[src/rtl/ptwt_pkg.sv]
`timescale 1ns / 1ps

package ptwt_pkg;

	localparam int IDX_W = 9;
	localparam int ENTRIES_PER_TABLE = 1 << IDX_W;
	localparam int PA_W = 52;
	localparam int VA_W = 48;
	localparam int PTE_W_ = 64;

	localparam int BIT_P = 0;
	localparam int BIT_W = 1;
	localparam int BIT_U = 2;
	localparam int BIT_PS = 7;
	localparam int BIT_NX = 63;

	typedef enum logic [1:0] {
		FN_WRITE = 2'd0,
		FN_XLATE = 2'd1,
		FN_UNMAP = 2'd2,
		FN_NONE  = 2'd3
	} func_t;

	typedef enum logic [1:0] {
		LVL_PML4 = 2'd0,
		LVL_PDPT = 2'd1,
		LVL_PD   = 2'd2,
		LVL_PT   = 2'd3
	} level_t;

	localparam logic [1:0] PS_4K = 2'd0;
	localparam logic [1:0] PS_2M = 2'd1;
	localparam logic [1:0] PS_1G = 2'd2;

	typedef enum logic [1:0] {
		ST_IDLE,
		ST_WALK,
		ST_FIN
	} state_t;

	typedef struct packed {
		logic rd;
		logic wr;
	} mem_ctl_t;

	typedef struct packed {
		logic            ok;
		logic [PA_W-1:0] phys_addr;
		logic            writable;
		logic            user;
		logic            no_execute;
		logic [1:0]      page_size;
	} walk_res_t;

	// Word of entry idx in the table whose address sits in bits 51..12 of tbl.
	// The caller keeps as many low bits as the memory has address bits.
	function automatic logic [PA_W-12+IDX_W-1:0] tbl_word(input logic [PTE_W_-1:0] tbl,
			input logic [IDX_W-1:0] idx);
		return {tbl[PA_W-1:12], idx};
	endfunction

endpackage

[src/rtl/ptwt_seq.sv]
`timescale 1ns / 1ps

module ptwt_seq
	import ptwt_pkg::*;
#(
	parameter int AW = 12
) (
	input  logic                clk,
	input  logic                arst_n,
	input  logic                start,
	input  logic [1:0]          func,
	input  logic [PA_W-1:0]     root_addr,
	input  logic [VA_W-1:0]     virt_addr,
	input  logic [11:0]         entry_index,
	input  logic [PTE_W_-1:0]   entry_value,
	input  logic [PA_W-1:0]     default_root,
	input  logic [PTE_W_-1:0]   rdata,
	input  logic                out_free,
	output logic                busy,
	output mem_ctl_t            mem_ctl,
	output logic [AW-1:0]       mem_addr,
	output logic [PTE_W_-1:0]   mem_wdata,
	output logic                res_load,
	output walk_res_t           res
);

	state_t                state_q, state_d;
	func_t                 func_q, func_d;
	logic [VA_W-1:0]       va_q, va_d;
	level_t                level_q, level_d;
	logic                  acc_w_q, acc_w_d;
	logic                  acc_u_q, acc_u_d;
	logic [AW-1:0]         addr_q, addr_d;
	walk_res_t             res_q, res_d;

	logic [PA_W-1:0]            root_sel;
	logic [AW+11:0]             idx_ext;
	logic [PA_W-12+IDX_W-1:0]   word;
	logic [IDX_W-1:0]           nidx;
	logic                       nw, nu;

	assign root_sel = (root_addr == '0) ? default_root : root_addr;
	assign idx_ext = {{AW{1'b0}}, entry_index};
	assign busy = (state_q != ST_IDLE);
	assign res = res_q;

	always_ff @(posedge clk or negedge arst_n) begin
		if (!arst_n) begin
			state_q <= ST_IDLE;
		end else begin
			state_q <= state_d;
		end
	end

	always_ff @(posedge clk) begin
		func_q  <= func_d;
		va_q    <= va_d;
		level_q <= level_d;
		acc_w_q <= acc_w_d;
		acc_u_q <= acc_u_d;
		addr_q  <= addr_d;
		res_q   <= res_d;
	end

	always_comb begin
		state_d   = state_q;
		func_d    = func_q;
		va_d      = va_q;
		level_d   = level_q;
		acc_w_d   = acc_w_q;
		acc_u_d   = acc_u_q;
		addr_d    = addr_q;
		res_d     = res_q;
		mem_ctl   = '0;
		mem_addr  = addr_q;
		mem_wdata = '0;
		res_load  = 1'b0;
		word      = '0;
		nw        = acc_w_q & rdata[BIT_W];
		nu        = acc_u_q & rdata[BIT_U];
		case (level_q)
			LVL_PML4: nidx = va_q[38:30];
			LVL_PDPT: nidx = va_q[29:21];
			default:  nidx = va_q[20:12];
		endcase
		case (state_q)
			ST_IDLE: begin
				if (start) begin
					func_d  = func_t'(func);
					va_d    = virt_addr;
					level_d = LVL_PML4;
					acc_w_d = 1'b1;
					acc_u_d = 1'b1;
					res_d   = '0;
					state_d = ST_FIN;
					if (func == FN_WRITE) begin
						mem_ctl.wr = 1'b1;
						mem_addr   = idx_ext[AW-1:0];
						mem_wdata  = entry_value;
						res_d.ok   = 1'b1;
					end else if (func inside {FN_XLATE, FN_UNMAP}) begin
						word       = tbl_word({12'b0, root_sel}, virt_addr[47:39]);
						mem_ctl.rd = 1'b1;
						mem_addr   = word[AW-1:0];
						addr_d     = word[AW-1:0];
						state_d    = ST_WALK;
					end
				end
			end
			ST_WALK: begin
				state_d = ST_FIN;
				if (!rdata[BIT_P]) begin
					res_d = '0;
				end else if (level_q == LVL_PT) begin
					if (func_q == FN_UNMAP) begin
						mem_ctl.wr = 1'b1;
						mem_addr   = addr_q;
						res_d.ok   = 1'b1;
					end else begin
						res_d.ok         = 1'b1;
						res_d.phys_addr  = {rdata[PA_W-1:12], va_q[11:0]};
						res_d.writable   = nw;
						res_d.user       = nu;
						res_d.no_execute = rdata[BIT_NX];
						res_d.page_size  = PS_4K;
					end
				end else if (rdata[BIT_PS] && level_q != LVL_PML4) begin
					if (func_q == FN_XLATE) begin
						res_d.ok         = 1'b1;
						res_d.writable   = nw;
						res_d.user       = nu;
						res_d.no_execute = rdata[BIT_NX];
						if (level_q == LVL_PDPT) begin
							res_d.phys_addr = {rdata[PA_W-1:30], va_q[29:0]};
							res_d.page_size = PS_1G;
						end else begin
							res_d.phys_addr = {rdata[PA_W-1:21], va_q[20:0]};
							res_d.page_size = PS_2M;
						end
					end
				end else begin
					word       = tbl_word(rdata, nidx);
					mem_ctl.rd = 1'b1;
					mem_addr   = word[AW-1:0];
					addr_d     = word[AW-1:0];
					level_d    = level_t'(level_q + 2'd1);
					acc_w_d    = nw;
					acc_u_d    = nu;
					state_d    = ST_WALK;
				end
			end
			ST_FIN: begin
				if (out_free) begin
					res_load = 1'b1;
					state_d  = ST_IDLE;
				end
			end
			default: state_d = ST_IDLE;
		endcase
	end

endmodule

[config.mk]
export PLATFORM = sky130hd
export DESIGN_NAME = ptwt_seq
export DESIGN_NICKNAME = d
export VERILOG_FILES = /design/src/rtl/ptwt_pkg.sv /design/src/rtl/ptwt_seq.sv
export SDC_FILE = /design/constraint.sdc
export NUM_CORES = 1
export LEC_CHECK = 0
export ABC_AREA = 0
export ABC_CLOCK_PERIOD_IN_PS = 14800
export BUFFER_PORTS_ARGS = -buffer_cell sky130_fd_sc_hd__buf_2
export CORE_AREA = 2 2 171 173
export CTS_BUF_LIST = sky130_fd_sc_hd__clkbuf_8
export CTS_CLUSTER_DIAMETER = 80
export DETAILED_ROUTE_END_ITERATION = 16
export DIE_AREA = 0 0 173 175
export PLACE_DENSITY = 0.49
export SLEW_MARGIN = 20
export SYNTH_ARGS = -nofsm -noshare
export SYNTH_HDL_FRONTEND = slang
export SYNTH_SLANG_ARGS = --single-unit
[constraint.sdc]
create_clock -name clk -period 14.8 [get_ports clk]
set_clock_uncertainty 0.05 [all_clocks]
set_input_delay 2.96 -clock clk [delete_from_list [all_inputs] [get_ports clk]]
set_output_delay 2.96 -clock clk [all_outputs]
set_load 0.1 [all_outputs]
==> implementation parameters <==
Parameter                              Value

Outcome
  Status ... finished, final reports clean

CTS
  Clock transition at the register clock pins on the worst setup and hold paths after CTS ... about 0.070 ns
  Library cell used as clock root buffer ... clkbuf_8
  Sinks on Clock Net ... 117
  Clk Latency, worst-skew pair ... around 0.42 ns
  Count of instances resized after the clock tree is built ... 0
  H-Tree Depth ... 4
  Number of clock buffers inserted by TritonCTS ... 17
  Number of buffers inserted to repair setup after CTS ... 0
  Hold buffers post-CTS ... 0
  TritonCTS clock tree ... yes
  Bufs on Longest Clock Path ... 2

Floorplanning
  IO Count ... 436
  Horizontal die dimension ... 173 um
  Standard cell core area ... 28400 um2
  Total die area ... 30300 um2
  Starting density of the core ... 0.206
  Count of standard-cell rows ... 62
  Die H ... 175 um

Timing
  Fmax ... approximately 120 MHz
  Clock period minus worst slack ... 8.61 ns
  Unrepaired setup endpoints after global routing ... false
  Final Hold Slack ... just under 0.5 ns
  Worst Tran Pin Value ... 0.985 ns
  Sum Neg Setup Slack ... 0 ns
  Final hold violation count ... 0
  Final setup violating endpoints ... 0
  Period Utilization, post-route ... 0.582
  Relative max-transition margin ... 0.342
  Max-slew violation count ... 0

Placed design
  Number of buffers inserted by port buffering ... between 300 and 400
  Final HPWL DP ... 15300 um
  Global placer's final weighted congestion ... 0.879

Pwr
  Final total power ... 1820 uW
  Peak ir drop on the vdd network ... 81.3 uV
  Power per cell area ... 215 nW/um2
  Leakage power total ... 0.00414 uW

Layout
  Final net count ... 1160
  Area taken by multi-input logic gates ... 2140 um2
  Post-Route Utilization ... 0.298
  Post-synthesis to final-layout area growth ... 44.9%
  Total of fill cells in the finished design ... 3043
  Combined flip-flop and latch cell area ... 3500 um2
  Layout cell share with drive strength beyond 1 ... 0.490

Critical path
  Startpoint Class ... primary input
  Arrival time of data at the critical path endpoint ... about 5.6 ns
  Critical Path End Type ... output port
  Required time at the worst-slack endpoint ... 11.79 ns
  Maximum fanout along the worst path ... 39
  Worst setup path class ... primary input to output port

Synthesis
  Number of distinct standard cells referenced by the synthesized netlist ... 38
  Prevailing post-synth register cell ... edfxtp_1
  Mean post-synth cell area ... 11.5 um2
  Cell type contributing the most total cell area after synthesis ... edfxtp_1
  Yosys synthesis warning count ... 0
  Top-count cell post-synth ... edfxtp_1
  Most frequent cells after synthesis ... 115 x edfxtp_1, 101 x and3_1, 47 x a21oi_1
  Sequential fraction of the synthesis area ... 0.599
  Post-synthesis net count ... between 800 and 900
  Syn Std Cell Area ... a little under 6000 um2
  Async set or reset register ratio after synthesis ... 0.0171
  Top post-synthesis cells by area ... edfxtp_1 59%, and3_1 11%, a21oi_1 4.0%, mux2i_1 3.3%, nor2_1 2.6%
  Number of storage elements in the synthesis netlist ... between 100 and 150
  Cell count after synthesis ... 508
  Top-area cell type share of the netlist area ... 0.591
  Post-synth EDFFs ... 115

Global route
  GRT Overall Usage ... 0.131
  Maximum number of pins on one net before global-route repair ... 75
  Number of global-route vias before repair ... 5303
  Initial antenna violation count ... 3
  Remaining Overflow, GRT ... 0
  Global-route wire length before repair ... 30300 um

Detailed routing
  Total Routed Length ... 20400 um
  Via density ... 4.26
  Number of iterations in the first detailed-routing pass ... 4
  Wire per inst ... around 16 um
  Drt drc ... 0
  Remaining number of nets flagged by the antenna check after routing ... 0
  Overall via count from detail_route ... roughly 5.4k
  Count of routing violations after the opening detailed-route iteration ... between 200 and 250

Hold path
  Class of the tightest hold or removal check ... flip-flop to flip-flop

Job
  Max Cap Viol ... 0
[where the power goes]
group	internal (uW)	switching, uW
sequential	486	37.8
clock	182	137
combinational	157	822
[worst max-delay path, stage by stage]
cell      delay [ns]
buf_2           0.50
or3b_1          0.55
buf_4           0.28
a21oi_1         0.18
a21oi_1         0.08
a221oi_1        0.51
buf_2           0.53
[metrics by stage]
| stage | instances | area (um2) | worst slack [ns] |
|---|---|---|---|
| after floorplan | 508 | 5840 | 5.61 |
| after global placement | 1223 | 8040 | 6.12 |
| after detailed placement | 1223 | 8040 | 6.14 |
| after CTS | 1255 | 8460 | 6.14 |
| after global routing | 1257 | 8470 | 6.01 |
| final | 1257 | 8470 | 6.19 |
[state kept, by name (all words and copies together) (netlist names)]
name / cells
acc_u_q: 1
acc_w_q: 1
addr_q: 12
func_q: 2
level_q: 2
res: 58
state_q: 2
va_q: 39
[final timing paths]
path	from	to	cells after the start	slack, ns
max	rdata[0]	mem_addr[1]	7	6.19
min reg2reg	acc_w_q$_SDFFCE_PN1P_	acc_w_q$_SDFFCE_PN1P_	2	0.50
min	acc_w_q$_SDFFCE_PN1P_	acc_w_q$_SDFFCE_PN1P_	2	0.50
max in group asynchronous	arst_n	state_q[0]$_DFFE_PN0P_	1	12.34
min in group asynchronous	arst_n	state_q[1]$_DFFE_PN0P_	1	2.26
max reg2reg	state_q[0]$_DFFE_PN0P_	res[13]$_SDFFCE_PN0P_	6	11.19
[area by class of cell]
| cell class | count | area share |
|---|---|---|
| timing repair buffer | 374 | 0.223 |
| tap | 384 | 0.0567 |
| sequential | 117 | 0.414 |
| clock buffer | 17 | 0.0276 |
| antenna | 2 | 0.000591 |
| multi-input combinational | 340 | 0.252 |
| inverter | 8 | 0.00355 |
| clock inverter | 15 | 0.0223 |
[logic make-up (layout without fill, tap and decap cells)]
logic type      Yosys count  in the layout  share of synthesized area
other cells               0              2                          0
mux                      30             30                     0.0544
fa+ha+maj                 4              4                    0.00856
flops                   117            117                      0.599
simple gates            221            221                      0.204
buf+inv                  51            414                     0.0383
compound gates           85             85                     0.0953
[routing by layer]
layer | GRT usage | share of wire | vias up
met5 | 0 | 0.00078 | -
met4 | 0.0438 | 0.014 | 2
met3 | 0.0300 | 0.061 | 14
li1 | - | - | 2610
met2 | 0.223 | 0.50 | 238
met1 | 0.163 | 0.42 | 2497
[cell usage in the layout (no fill, tap or decap), types with 9 or more instances in the layout]
cell / Yosys / routed
buf_2: 8 / 367
edfxtp_1: 115 / 115
and3_1: 101 / 101
a21oi_1: 47 / 47
nor2_1: 41 / 40
nand2_1: 37 / 37
mux2i_1: 19 / 19
clkbuf_8: 0 / 17
nor4_1: 15 / 15
inv_1: 8 / 10
mux2_2: 10 / 10
a22oi_1: 9 / 9
No activity file was read; power rests on OpenSTA's default activity.
